<file path="config.mk">
export PLATFORM = sky130hd
export DESIGN_NAME = echo_range_occupancy_counter_flat
export DESIGN_NICKNAME = d
export VERILOG_FILES = /design/src/rtl/eroc_pkg.sv /design/src/rtl/eroc_ifs.sv /design/src/rtl/eroc_front.sv /design/src/rtl/eroc_queue.sv /design/src/rtl/eroc_back.sv /design/src/rtl/echo_range_occupancy_counter.sv /design/src/flat_wrapper.sv
export SDC_FILE = /design/constraint.sdc
export NUM_CORES = 1
export LEC_CHECK = 0
export CAP_MARGIN = 15
export CORE_UTILIZATION = 25
export CTS_CLUSTER_SIZE = 16
export DETAILED_ROUTE_END_ITERATION = 7
export DONT_BUFFER_PORTS = 1
export GPL_ROUTABILITY_DRIVEN = 0
export HOLD_SLACK_MARGIN = 0.12
export PLACE_DENSITY = 0.42
export SYNTH_ARGS = -nofsm -noshare
export SYNTH_HDL_FRONTEND = slang
export SYNTH_SLANG_ARGS = --single-unit
export TNS_END_PERCENT = 5
</file>
<file path="constraint.sdc">
create_clock -name clk -period 6.1 [get_ports clk]
set_input_delay 0.915 -clock clk [delete_from_list [all_inputs] [get_ports clk]]
set_output_delay 0.915 -clock clk [all_outputs]
set_load 0.05 [all_outputs]
</file>
<file path="src/rtl/eroc_pkg.sv">
// shared types, codes and constants of the echo range occupancy counter
package eroc_pkg;

  typedef enum logic [1:0] {
    KIND_START = 2'd0,
    KIND_EDGE  = 2'd1,
    KIND_EVAL  = 2'd2,
    KIND_EXIT  = 2'd3
  } kind_t;

  typedef enum logic [2:0] {
    OP_START,
    OP_CAPTURE,
    OP_MEASURE,
    OP_EVAL,
    OP_EXIT
  } op_t;

  typedef enum logic [1:0] {
    CFG_NEAR = 2'd0,
    CFG_FAR  = 2'd1,
    CFG_CAP  = 2'd2
  } cfg_idx_t;

  localparam int STAMP_W  = 32;
  localparam int DIST_W   = 16;
  localparam int COUNT_W  = 8;
  localparam int BAND_W   = 2;
  localparam int CFG_IDX_W = 2;

  // smallest echo time whose distance no longer fits in 16 bits
  localparam logic [STAMP_W-1:0] DT_SAT = 32'd381024;
  localparam int DT_W = 19;
  // floor(dt * 43 / 250) == (dt * DIST_MUL) >> DIST_SHIFT for dt < 2**19
  localparam int MUL_W = 25;
  localparam logic [MUL_W-1:0] DIST_MUL = 25'd23085450;
  localparam int DIST_SHIFT = 27;
  localparam int PROD_W = DT_W + MUL_W;

  localparam logic [DIST_W-1:0]  NEAR_RESET = 16'd10;
  localparam logic [DIST_W-1:0]  FAR_RESET  = 16'd200;
  localparam logic [COUNT_W-1:0] CAP_RESET  = 8'd4;
  localparam logic [COUNT_W-1:0] COUNT_MAX  = 8'd255;

  typedef struct packed {
    op_t              op;
    logic [DIST_W-1:0] meas;
  } work_t;

  typedef struct packed {
    logic [DIST_W-1:0]  near_limit;
    logic [DIST_W-1:0]  far_limit;
    logic [COUNT_W-1:0] capacity;
  } cfg_t;

  typedef struct packed {
    logic [DIST_W-1:0]  distance;
    logic               car_seen;
    logic [COUNT_W-1:0] car_count;
    logic [BAND_W-1:0]  sign_band;
    logic               sign_update;
    logic               exit_ack;
  } result_t;

  // quarter band of count against cap with exact integer compares
  function automatic logic [BAND_W-1:0] band_of(input logic [COUNT_W-1:0] count,
                                                input logic [COUNT_W-1:0] cap);
    logic [COUNT_W+1:0] c4;
    logic [COUNT_W+1:0] c2;
    logic [COUNT_W+1:0] cp;
    logic [COUNT_W+1:0] cp3;
    logic [BAND_W-1:0]  band;
    c4  = {count, 2'b00};
    c2  = {1'b0, count, 1'b0};
    cp  = {2'b00, cap};
    cp3 = cp + {1'b0, cap, 1'b0};
    priority if (c4 <= cp) begin
      band = 2'd0;
    end else if (c2 <= cp) begin
      band = 2'd1;
    end else if (c4 <= cp3) begin
      band = 2'd2;
    end else begin
      band = 2'd3;
    end
    return band;
  endfunction

endpackage

</file>
<file path="src/rtl/eroc_ifs.sv">
// channel interfaces: input items, results and configuration writes
interface eroc_in_if import eroc_pkg::*; ();
  logic                valid;
  logic                ready;
  kind_t               kind;
  logic [STAMP_W-1:0]  timer_stamp;

  modport source (output valid, kind, timer_stamp, input ready);
  modport sink (input valid, kind, timer_stamp, output ready);
endinterface

interface eroc_out_if import eroc_pkg::*; ();
  logic               valid;
  logic               ready;
  logic [DIST_W-1:0]  distance;
  logic               car_seen;
  logic [COUNT_W-1:0] car_count;
  logic [BAND_W-1:0]  sign_band;
  logic               sign_update;
  logic               exit_ack;

  modport source (output valid, distance, car_seen, car_count, sign_band, sign_update,
                  exit_ack, input ready);
  modport sink (input valid, distance, car_seen, car_count, sign_band, sign_update,
                exit_ack, output ready);
endinterface

interface eroc_cfg_if import eroc_pkg::*; ();
  logic                 valid;
  logic                 ready;
  logic [CFG_IDX_W-1:0] index;
  logic [DIST_W-1:0]    wdata;

  modport source (output valid, index, wdata, input ready);
  modport sink (input valid, index, wdata, output ready);
endinterface

</file>
<file path="src/rtl/eroc_front.sv">
// front end: accepts items, tracks the echo start and computes the distance
module eroc_front import eroc_pkg::*; (
  input  logic        clk,
  input  logic        rst_n,
  eroc_in_if.sink     in_ch,
  output logic        wk_valid,
  input  logic        wk_ready,
  output work_t       wk_data
);

  logic [STAMP_W-1:0] echo_start_r, echo_start_nxt;
  logic               captured_r, captured_nxt;

  logic               s1_v_r;
  op_t                s1_op_r;
  logic [DT_W-1:0]    s1_dt_r;
  logic               s1_sat_r;
  logic               s2_v_r;
  work_t              s2_r;

  logic               s1_ready;
  logic               s2_ready;
  logic               accept;
  op_t                op_nxt;
  logic [STAMP_W-1:0] dt;
  logic [PROD_W-1:0]  prod;
  logic [DIST_W-1:0]  meas_val;

  assign s2_ready    = !s2_v_r || wk_ready;
  assign s1_ready    = !s1_v_r || s2_ready;
  assign in_ch.ready = s1_ready;
  assign accept      = in_ch.valid && s1_ready;

  assign dt = in_ch.timer_stamp - echo_start_r;

  always_comb begin
    op_nxt         = OP_EXIT;
    echo_start_nxt = echo_start_r;
    captured_nxt   = captured_r;
    unique case (in_ch.kind)
      KIND_START: begin
        op_nxt         = OP_START;
        echo_start_nxt = '0;
        captured_nxt   = 1'b0;
      end
      KIND_EDGE: begin
        if (captured_r) begin
          op_nxt = OP_MEASURE;
        end else begin
          op_nxt         = OP_CAPTURE;
          echo_start_nxt = in_ch.timer_stamp;
          captured_nxt   = 1'b1;
        end
      end
      KIND_EVAL: begin
        op_nxt = OP_EVAL;
      end
      KIND_EXIT: begin
        op_nxt = OP_EXIT;
      end
    endcase
  end

  // distance = floor(172 * dt / 1000), done as one reciprocal multiply
  assign prod     = {{MUL_W{1'b0}}, s1_dt_r} * {{DT_W{1'b0}}, DIST_MUL};
  assign meas_val = s1_sat_r ? {DIST_W{1'b1}} : prod[DIST_SHIFT +: DIST_W];

  always_ff @(posedge clk) begin
    if (!rst_n) begin
      echo_start_r <= '0;
      captured_r   <= 1'b0;
      s1_v_r       <= 1'b0;
      s2_v_r       <= 1'b0;
    end else begin
      if (accept) begin
        echo_start_r <= echo_start_nxt;
        captured_r   <= captured_nxt;
      end
      if (s1_ready) begin
        s1_v_r <= in_ch.valid;
      end
      if (s2_ready) begin
        s2_v_r <= s1_v_r;
      end
    end
  end

  always_ff @(posedge clk) begin
    if (s1_ready) begin
      s1_op_r  <= op_nxt;
      s1_dt_r  <= dt[DT_W-1:0];
      s1_sat_r <= (dt >= DT_SAT);
    end
    if (s2_ready) begin
      s2_r.op   <= s1_op_r;
      s2_r.meas <= meas_val;
    end
  end

  assign wk_valid = s2_v_r;
  assign wk_data  = s2_r;

endmodule

</file>
<file path="src/rtl/eroc_queue.sv">
// two-entry queue between the front end and the back end
module eroc_queue import eroc_pkg::*; (
  input  logic  clk,
  input  logic  rst_n,
  input  logic  push_valid,
  output logic  push_ready,
  input  work_t push_data,
  output logic  pop_valid,
  input  logic  pop_ready,
  output work_t pop_data
);

  localparam logic [1:0] DEPTH = 2'd2;

  work_t      slots_r [2];
  logic       wr_ptr_r;
  logic       rd_ptr_r;
  logic [1:0] cnt_r, cnt_nxt;
  logic       push;
  logic       pop;

  assign push_ready = (cnt_r != DEPTH);
  assign pop_valid  = (cnt_r != 2'd0);
  assign pop_data   = slots_r[rd_ptr_r];
  assign push       = push_valid && push_ready;
  assign pop        = pop_valid && pop_ready;

  always_comb begin
    cnt_nxt = cnt_r;
    if (push && !pop) begin
      cnt_nxt = cnt_r + 2'd1;
    end else if (pop && !push) begin
      cnt_nxt = cnt_r - 2'd1;
    end
  end

  always_ff @(posedge clk) begin
    if (!rst_n) begin
      wr_ptr_r <= 1'b0;
      rd_ptr_r <= 1'b0;
      cnt_r    <= 2'd0;
    end else begin
      cnt_r <= cnt_nxt;
      if (push) begin
        wr_ptr_r <= !wr_ptr_r;
      end
      if (pop) begin
        rd_ptr_r <= !rd_ptr_r;
      end
    end
  end

  always_ff @(posedge clk) begin
    if (push) begin
      slots_r[wr_ptr_r] <= push_data;
    end
  end

endmodule

</file>
<file path="src/rtl/eroc_back.sv">
// back end: presence, car count and band state, plus the result register
module eroc_back import eroc_pkg::*; (
  input  logic        clk,
  input  logic        rst_n,
  input  logic        wk_valid,
  output logic        wk_ready,
  input  work_t       wk_data,
  input  cfg_t        cfg,
  eroc_out_if.source  out_ch
);

  logic [DIST_W-1:0]  range_r, range_nxt;
  logic               was_r, was_nxt;
  logic               present_r, present_nxt;
  logic [COUNT_W-1:0] occ_r, occ_nxt;
  logic [BAND_W-1:0]  band_r, band_nxt;
  logic               shown_r, shown_nxt;
  logic               out_v_r;
  result_t            res_r;

  logic               take;
  logic               upd;
  logic               ack;
  logic               pres_eval;
  logic [COUNT_W-1:0] occ_eval;
  logic [BAND_W-1:0]  band_eval;

  assign wk_ready = !out_v_r || out_ch.ready;
  assign take     = wk_valid && wk_ready;

  assign pres_eval = (range_r > cfg.near_limit) && (range_r < cfg.far_limit);
  // a car that leaves the sensor range has driven in
  assign occ_eval  = (was_r && !pres_eval && (occ_r != COUNT_MAX)) ? occ_r + 8'd1 : occ_r;
  assign band_eval = band_of(occ_eval, cfg.capacity);

  always_comb begin
    range_nxt   = range_r;
    was_nxt     = was_r;
    present_nxt = present_r;
    occ_nxt     = occ_r;
    band_nxt    = band_r;
    shown_nxt   = shown_r;
    upd         = 1'b0;
    ack         = 1'b0;
    unique case (wk_data.op)
      OP_START: begin
        range_nxt = '0;
      end
      OP_CAPTURE: begin
      end
      OP_MEASURE: begin
        range_nxt = wk_data.meas;
      end
      OP_EVAL: begin
        present_nxt = pres_eval;
        occ_nxt     = occ_eval;
        if (was_r) begin
          if (!pres_eval) begin
            was_nxt = 1'b0;
          end
        end else if (pres_eval) begin
          was_nxt = 1'b1;
        end
        if (!shown_r || (band_eval != band_r)) begin
          band_nxt  = band_eval;
          shown_nxt = 1'b1;
          upd       = 1'b1;
        end
      end
      OP_EXIT: begin
        if (occ_r != '0) begin
          occ_nxt = occ_r - 8'd1;
        end
        ack = 1'b1;
      end
      default: begin
      end
    endcase
  end

  always_ff @(posedge clk) begin
    if (!rst_n) begin
      range_r   <= '0;
      was_r     <= 1'b0;
      present_r <= 1'b0;
      occ_r     <= '0;
      band_r    <= '0;
      shown_r   <= 1'b0;
      out_v_r   <= 1'b0;
    end else begin
      if (wk_ready) begin
        out_v_r <= wk_valid;
      end
      if (take) begin
        range_r   <= range_nxt;
        was_r     <= was_nxt;
        present_r <= present_nxt;
        occ_r     <= occ_nxt;
        band_r    <= band_nxt;
        shown_r   <= shown_nxt;
      end
    end
  end

  always_ff @(posedge clk) begin
    if (take) begin
      res_r.distance    <= range_nxt;
      res_r.car_seen    <= present_nxt;
      res_r.car_count   <= occ_nxt;
      res_r.sign_band   <= band_nxt;
      res_r.sign_update <= upd;
      res_r.exit_ack    <= ack;
    end
  end

  assign out_ch.valid       = out_v_r;
  assign out_ch.distance    = res_r.distance;
  assign out_ch.car_seen    = res_r.car_seen;
  assign out_ch.car_count   = res_r.car_count;
  assign out_ch.sign_band   = res_r.sign_band;
  assign out_ch.sign_update = res_r.sign_update;
  assign out_ch.exit_ack    = res_r.exit_ack;

`ifndef SYNTHESIS
  a_update_only_eval: assert property (@(posedge clk) disable iff (!rst_n)
    (take && (wk_data.op != OP_EVAL)) |=> !res_r.sign_update)
    else $error("sign update on a beat that is not an evaluate");

  a_ack_matches_exit: assert property (@(posedge clk) disable iff (!rst_n)
    take |=> (out_v_r && (res_r.exit_ack == $past(wk_data.op == OP_EXIT))))
    else $error("exit acknowledge does not match the beat kind");

  a_count_floor: assert property (@(posedge clk) disable iff (!rst_n)
    (take && (wk_data.op == OP_EXIT) && (occ_r == '0)) |=> (occ_r == '0))
    else $error("car count wrapped below zero");
`endif

endmodule

</file>
<file path="src/rtl/echo_range_occupancy_counter.sv">
// top level: configuration registers, front end, queue and back end
// a result passes front-end stages s1 and s2, the queue and the back-end result register
// throughput: one item per cycle while results are taken; the reciprocal multiply for the
//   distance sits in its own front-end stage, so it never limits the rate
// the two-entry queue lets the front end keep accepting while a result is stalled
// reset: synchronous active-low rst_n clears control state, loads register defaults
module echo_range_occupancy_counter import eroc_pkg::*; (
  input  logic        clk,
  input  logic        rst_n,
  eroc_in_if.sink     in_ch,
  eroc_out_if.source  out_ch,
  eroc_cfg_if.sink    cfg_ch
);

  cfg_t  cfg_r;
  logic  fq_valid;
  logic  fq_ready;
  work_t fq_data;
  logic  qb_valid;
  logic  qb_ready;
  work_t qb_data;

  assign cfg_ch.ready = 1'b1;

  always_ff @(posedge clk) begin
    if (!rst_n) begin
      cfg_r.near_limit <= NEAR_RESET;
      cfg_r.far_limit  <= FAR_RESET;
      cfg_r.capacity   <= CAP_RESET;
    end else if (cfg_ch.valid) begin
      unique case (cfg_ch.index)
        CFG_NEAR: cfg_r.near_limit <= cfg_ch.wdata;
        CFG_FAR:  cfg_r.far_limit  <= cfg_ch.wdata;
        CFG_CAP:  cfg_r.capacity   <= cfg_ch.wdata[COUNT_W-1:0];
        default: begin
        end
      endcase
    end
  end

  eroc_front u_front (
    .clk      (clk),
    .rst_n    (rst_n),
    .in_ch    (in_ch),
    .wk_valid (fq_valid),
    .wk_ready (fq_ready),
    .wk_data  (fq_data)
  );

  eroc_queue u_queue (
    .clk        (clk),
    .rst_n      (rst_n),
    .push_valid (fq_valid),
    .push_ready (fq_ready),
    .push_data  (fq_data),
    .pop_valid  (qb_valid),
    .pop_ready  (qb_ready),
    .pop_data   (qb_data)
  );

  eroc_back u_back (
    .clk      (clk),
    .rst_n    (rst_n),
    .wk_valid (qb_valid),
    .wk_ready (qb_ready),
    .wk_data  (qb_data),
    .cfg      (cfg_r),
    .out_ch   (out_ch)
  );

endmodule

</file>
<file path="src/flat_wrapper.sv">
// flat-port wrapper written by rule: the top's interface ports become plain ports
module echo_range_occupancy_counter_flat import eroc_pkg::*;
  (clk, rst_n, in_ch_valid, in_ch_kind, in_ch_timer_stamp, in_ch_ready, out_ch_valid, out_ch_distance, out_ch_car_seen, out_ch_car_count, out_ch_sign_band, out_ch_sign_update, out_ch_exit_ack, out_ch_ready, cfg_ch_valid, cfg_ch_index, cfg_ch_wdata, cfg_ch_ready);
  eroc_in_if in_ch_i ();
  eroc_out_if out_ch_i ();
  eroc_cfg_if cfg_ch_i ();
  input  logic clk;
  input  logic rst_n;
  input wire logic [$bits(in_ch_i.valid)-1:0] in_ch_valid;
  input wire logic [$bits(in_ch_i.kind)-1:0] in_ch_kind;
  input wire logic [$bits(in_ch_i.timer_stamp)-1:0] in_ch_timer_stamp;
  output wire logic [$bits(in_ch_i.ready)-1:0] in_ch_ready;
  output wire logic [$bits(out_ch_i.valid)-1:0] out_ch_valid;
  output wire logic [$bits(out_ch_i.distance)-1:0] out_ch_distance;
  output wire logic [$bits(out_ch_i.car_seen)-1:0] out_ch_car_seen;
  output wire logic [$bits(out_ch_i.car_count)-1:0] out_ch_car_count;
  output wire logic [$bits(out_ch_i.sign_band)-1:0] out_ch_sign_band;
  output wire logic [$bits(out_ch_i.sign_update)-1:0] out_ch_sign_update;
  output wire logic [$bits(out_ch_i.exit_ack)-1:0] out_ch_exit_ack;
  input wire logic [$bits(out_ch_i.ready)-1:0] out_ch_ready;
  input wire logic [$bits(cfg_ch_i.valid)-1:0] cfg_ch_valid;
  input wire logic [$bits(cfg_ch_i.index)-1:0] cfg_ch_index;
  input wire logic [$bits(cfg_ch_i.wdata)-1:0] cfg_ch_wdata;
  output wire logic [$bits(cfg_ch_i.ready)-1:0] cfg_ch_ready;
  assign in_ch_i.valid = in_ch_valid;
  assign in_ch_i.kind = in_ch_kind;
  assign in_ch_i.timer_stamp = in_ch_timer_stamp;
  assign in_ch_ready = in_ch_i.ready;
  assign out_ch_valid = out_ch_i.valid;
  assign out_ch_distance = out_ch_i.distance;
  assign out_ch_car_seen = out_ch_i.car_seen;
  assign out_ch_car_count = out_ch_i.car_count;
  assign out_ch_sign_band = out_ch_i.sign_band;
  assign out_ch_sign_update = out_ch_i.sign_update;
  assign out_ch_exit_ack = out_ch_i.exit_ack;
  assign out_ch_i.ready = out_ch_ready;
  assign cfg_ch_i.valid = cfg_ch_valid;
  assign cfg_ch_i.index = cfg_ch_index;
  assign cfg_ch_i.wdata = cfg_ch_wdata;
  assign cfg_ch_ready = cfg_ch_i.ready;
  echo_range_occupancy_counter u_core (.clk(clk), .rst_n(rst_n), .in_ch(in_ch_i), .out_ch(out_ch_i), .cfg_ch(cfg_ch_i));
endmodule
</file>
-- Word-level counts from Yosys, hierarchy flattened
Memories as Yosys holds them, arrays and structs flattened. A register that Yosys moved wholly into a read port is not among the register bits.
Cells that the tools add are included.
- output and inout port bits: 32
- memory bits (writable): 38
- input bits: 57
- word-level logic and storage cells: 113
- memories kept: 1
- register bits: 180
- equal/unequal tests: 12
- magnitude comparators: 6
- reductions and logical operators: 35
- $add $sub $neg: 6
- muxes and demuxes: 24
- multiply operators: 1
- memories (name ; depth ; width ; read ports ; clocked after Yosys merged registers in ; write ports ; RTL line ; source):
    u_core.u_queue.slots_r ; 2 ; 19 ; 1 ; 1 ; 1 ; eroc_queue.sv:15 ; work_t slots_r [2];
- operators with widths (cell ; number):
    $pmux 32 s2 ; 1
    $mul 19x24->42 const B ; 1
    $ge 32x19->1 const B ; 1
    $mux 32 ; 1
    $pmux 16 s2 ; 1
    $sub 32x32->32 ; 1
    $gt 16x16->1 ; 1
    $lt 16x16->1 ; 1
    $mux 8 ; 2
    $pmux 8 s2 ; 1
    $mux 2 ; 7
    $pmux 3 s4 ; 1
    $add 8x9->10 ; 1
    $le 10x10->1 ; 1
    $le 10x8->1 ; 1
    $reduce_and 2->1 ; 5
    $le 9x8->1 ; 1
    $logic_not 1->1 ; 9
    $mux 1 ; 9
    $add 8x1->8 const B ; 1
    $logic_and 1x1->1 ; 8
    $ne 8x8->1 const B ; 1
    $reduce_bool 8->1 ; 1
    $sub 8x1->8 const B ; 1
    14 further kinds ; 26

-- Depth between registers and ports, before layout
- word-level depth: 14
- depth in mapped cells: 21
- mapped depth without buffers: 20

-- Cells and area by module
Synthesis repeated with hierarchy kept, for this count alone.
- cells, all modules: 1782
- area, all modules: 17354.1 µm²
- by module, submodules not included (module ; area each (µm²) ; instances ; cells an instance ; sequential area each (µm²)):
    eroc_front ; 9660.5 ; 1 ; 1011 ; 1961.9
    eroc_back ; 4510.6 ; 1 ; 532 ; 1471.4
    eroc_queue ; 1610.3 ; 1 ; 83 ; 1241.2
    echo_range_occupancy_counter ; 1572.8 ; 1 ; 156 ; 800.8

-- Worst setup path after synthesis
Ideal clock, no wire load.
- path kind: reg2reg
- from: register u_core.u_front.s1_dt_r[12]
- to: register u_core.u_front.s2_r (netlist bit u_core.u_front.wk_data[15]) (data pin)
- data required time: 5834 ps
- path slack: 830 ps
- cell stages (with the launch flop): 17
- clock period less this slack: 5270 ps
- path buffers: 0
- setup time: 266 ps
- data arrival time: 5004 ps
- path through: edfxtp_1 ha_1 inv_1 ha_1 fa_1 fa_1 fa_1 ha_1 ha_1 a2111oi_0 o221ai_1 a41o_1 a2111oi_4 o31ai_1 nand4_1 a21oi_1 or3b_1
- word-level cells in the longest chain between the ends: 1
- ends and longest elaborated chain (what ; RTL line ; source):
    from (decl) ; eroc_front.sv:16 ; logic [DT_W-1:0] s1_dt_r;
    from (signal assigned) ; eroc_front.sv:91 ; s1_dt_r <= dt[DT_W-1:0];
    $mul 19x24->42 ; eroc_front.sv:65 ; assign prod = {{MUL_W{1'b0}}, s1_dt_r} * {{DT_W{1'b0}}, DIST_MUL};
    to (decl) ; eroc_front.sv:19 ; work_t s2_r;
No other way between the ends.
A chain may end at the register's enable or synchronous reset.

-- Final worst setup path
- from: register u_core.u_front.s1_dt_r[12]
- to: register u_core.u_front.s2_r (netlist bit u_core.u_front.wk_data[11]) (data pin)
Same word-level chain as after synthesis.

==> flow_metrics.tcl <==
set metrics [dict create \
    grt_pass1_vias 12090 \
    cp.arrival_ns 6.09 \
    slowest_delay_ns 0.57 \
    clk_pin_slew_ns 0.06 \
    multiInputGateArea_um2 10590 \
    worstMarginPinSlew_ns 1.055 \
    wire_per_inst_um 15.97 \
    fin_skew_ns 0.01649 \
    yosysWarnings 0 \
    wl_um 42230 \
    crit_buf_inv 1 \
    setup_violations 0 \
    core_um2 67510 \
    fin_cells 2644 \
    peakVddDrop_uv 457.8 \
    synth_area_leaders "ha_1 21%, edfxtp_1 19%, dfxtp_1 13%, fa_1 8.3%, inv_1 5.3%" \
    rsz0062_at_grt "yes" \
    synth_flop_cell "dfxtp_1" \
    nets 2161 \
    max-clock-path-buffers 3 \
    slew_viol_final 0 \
    area_growth_syn_to_layout_pct 11.29 \
    cts-buffers-inserted 26 \
    crit_slowest_cell "fa_1" \
    cts_sinks 219 \
    cts_tree "yes" \
    port_buffers 0 \
    die-area_um2 69710 \
    cts_max_level 1 \
    hold_path.startpoint "u_core.u_front.s1_op_r[2]" \
    startpoint_type "flop" \
    synth_edf_count 109 \
    antenna_left 0 \
    cp-end-kind "flop" \
    timing.final.crit_share_pct 95.08 \
    die_h_um 264.0 \
    yosysUniqueCellTypes 80 \
    dr.pass1.iters 5 \
    start_util_pct 25.42 \
    yosysTopAreaCellShare_pct 20.56 \
    relSlewSlack_pct 29.54 \
    grt_max_degree 114 \
    vias 12072 \
    drive_gt1_share_pct 4.912 \
    grt_use_total_pct 12.08 \
    r2r-end "u_core.u_front.wk_data[11]" \
    yosys.area.top_type "ha_1" \
    antenna_found_initial 0 \
    die_x_um 264.0 \
    ys_seq_elements 219 \
    syn_area_um2 17170 \
    grt_pass1_wl_um 67740 \
    crit_top_cell "ha_1" \
    fill_cells 7130 \
    grt_overflow 0 \
    status "finished clean" \
    diodes 0 \
    pre_cts_ws_ns 0.2793 \
    min_to "u_core.u_front.wk_data[18]" \
    yosysSeqAreaShare_pct 31.90 \
    worstPathRequired_ns 6.39 \
    cp_cell_sequence "ha_1, inv_1, ha_1, fa_1, fa_1, fa_1, ha_1, ha_1, a2111oi_0, o221ai_1, a41o_1, a2111oi_4, nor2_1, a21o_1, a211oi_1, o21bai_1" \
    final_cell_mix "282 x ha_1, 243 x inv_1, 164 x nand2_1" \
    r2r_start "u_core.u_front.s1_dt_r[12]" \
    avgSynthCellArea_um2 9.725 \
    path_delay_family "adder cells" \
    hold-path-cell-count 0 \
    drcViolationCount 0 \
    synth_fp_nets 2175 \
    root_buffer "clkbuf_16" \
    maxCapViolCount 0 \
    holdCritPathClass "flop to flop" \
    drt-initial-drc-count 508 \
    crit_fanout 6 \
    leakagePower_nw 7.976 \
    layout_commonest_cell "ha_1" \
    crit_type "flop to flop" \
    r2r_setup_slack_ns 0.30 \
    async_flop_share_pct 0 \
    ff_latch_area_um2 5475 \
    dpl.hpwl_um 33680 \
    boundaryPins 89 \
    place_inst 2595 \
    fp-row-count 95 \
    p_per_area_nw_per_um2 544.2 \
    clk_latency_ns 0.55 \
    fmax_mhz 172.4 \
    rr_worst_depth 16 \
    viasPerCell 4.566 \
    finalHoldViolCount 0 \
    synthCells 1765 \
    fin_crit_ns 5.800 \
    worst_slack_ns 0.3002 \
]
kinds of logic (layout without fill, tap and decap cells):
| family | Yosys count | after routing | share of synthesized area [%] |
|---|---|---|---|
| fa+ha+maj | 353 | 353 | 28.84 |
| simple gates | 432 | 432 | 12.51 |
| buf+inv | 298 | 304 | 6.597 |
| compound gates | 377 | 377 | 15.54 |
| other cells | 1 | 1 | 0.02185 |
| flops | 219 | 219 | 31.90 |
| xor+xnor | 50 | 50 | 2.551 |
| mux | 35 | 35 | 2.048 |
worst max path at each step:
stage | slack [ns] | start | cells after the start | end
final | 0.30 | u_core.u_front.s1_dt_r[12] | 16 | u_core.u_front.wk_data[11]
after global routing | -0.04 | u_core.u_front.s1_dt_r[17] | 20 | u_core.u_front.wk_data[13]
after CTS | 0.24 | u_core.u_front.s1_dt_r[17] | 20 | u_core.u_front.wk_data[15]
after detailed placement | 0.28 | u_core.u_front.s1_dt_r[12] | 16 | u_core.u_front.wk_data[15]
after global placement | 0.36 | u_core.u_front.s1_dt_r[12] | 16 | u_core.u_front.wk_data[15]
after floorplan | 0.83 | u_core.u_front.s1_dt_r[12] | 16 | u_core.u_front.wk_data[15]
per-stage QoR:
| stage | utilization, % | TNS [ns] | hold slack [ns] | total power [mW] | area [µm²] |
|---|---|---|---|---|---|
| 2_1_floorplan | - | 0 | 0.4003 | 6.999 | 17170 |
| 3_3_place_gp | 26.87 | 0 | 0.4090 | 8.726 | 18140 |
| 3_5_place_dp | 26.87 | 0 | 0.4134 | 8.732 | 18140 |
| 4_1_cts | 28.24 | 0 | 0.4248 | 10.53 | 19070 |
| 5_1_grt | 28.29 | -0.03631 | 0.4465 | 11.49 | 19100 |
| 6_report | 28.29 | 0 | 0.4263 | 10.40 | 19100 |
where the power goes:
group / switching (mW) / internal [mW] / total, mW
sequential: 0.469 / 1.76 / 2.23
combinational: 3.75 / 2.74 / 6.49
clock: 0.636 / 1.04 / 1.68
final cells by class:
type / instances / area share, %
Timing Repair Buffer: 12 / 0.5371
Clock inverter: 14 / 1.094
Inverter: 244 / 4.794
Multi-Input combinational cell: 1248 / 55.42
Tap cell: 873 / 5.718
Clock buffer: 34 / 3.773
Sequential cell: 219 / 28.66
Yosys cell counts (6+ instances only):
cell type / count
a211oi_1: 14
a21boi_0: 50
a21o_1: 28
a21oi_1: 73
a22oi_1: 35
a31oi_1: 11
and2_1: 14
and3_1: 8
clkbuf_1: 45
dfxtp_1: 110
edfxtp_1: 109
fa_1: 71
ha_1: 282
inv_1: 244
mux2i_1: 34
nand2_1: 165
nand2b_1: 27
nand3_1: 25
nand3b_1: 6
nand4_1: 22
nor2_1: 63
nor2b_1: 50
nor3_1: 14
o211ai_1: 13
o21a_1: 11
o21ai_0: 43
o21ai_1: 8
o21bai_1: 9
o31ai_1: 20
or2_2: 8
or3_1: 7
xnor2_1: 36
xor2_1: 14
timing repair:
action                                  4_1_cts  5_1_grt
hold buffers                                  0        0
setup buffers                                 0        0
endpoints found under the setup margin        0        2
gates resized for setup                       0        3
worst register-to-register path, delay by kind of cell, from the launching register on:
family | cells | cell delay [ns]
simple gates | 1 | 0.14
flops | 1 | 0.51
compound gates | 7 | 1.96
buf+inv | 1 | 0.04
fa+ha+maj | 7 | 2.89
routing by layer:
layer	wire [µm]	up-vias	track usage, %
li1	-	6167	-
met1	19890	5717	15.82
met2	19770	143	20.46
met3	1691	45	2.340
met4	873	0	2.624
met5	0	-	0
sequential cells by signal, indices dropped and copies added, names as in the netlist, 2 cells and up, named ones only:
register / cells
u_core.cfg_r: 40
u_core.u_back.band_r: 2
u_core.u_back.occ_r: 8
u_core.u_back.out_ch.car_count: 8
u_core.u_back.out_ch.distance: 16
u_core.u_back.out_ch.sign_band: 2
u_core.u_back.range_r: 16
u_core.u_front.echo_start_r: 32
u_core.u_front.s1_dt_r: 19
u_core.u_front.s1_op_r: 3
u_core.u_front.wk_data: 19
u_core.u_queue.cnt_r: 2
u_core.u_queue.slots_r: 38
Power figures use the tool's default switching activity.
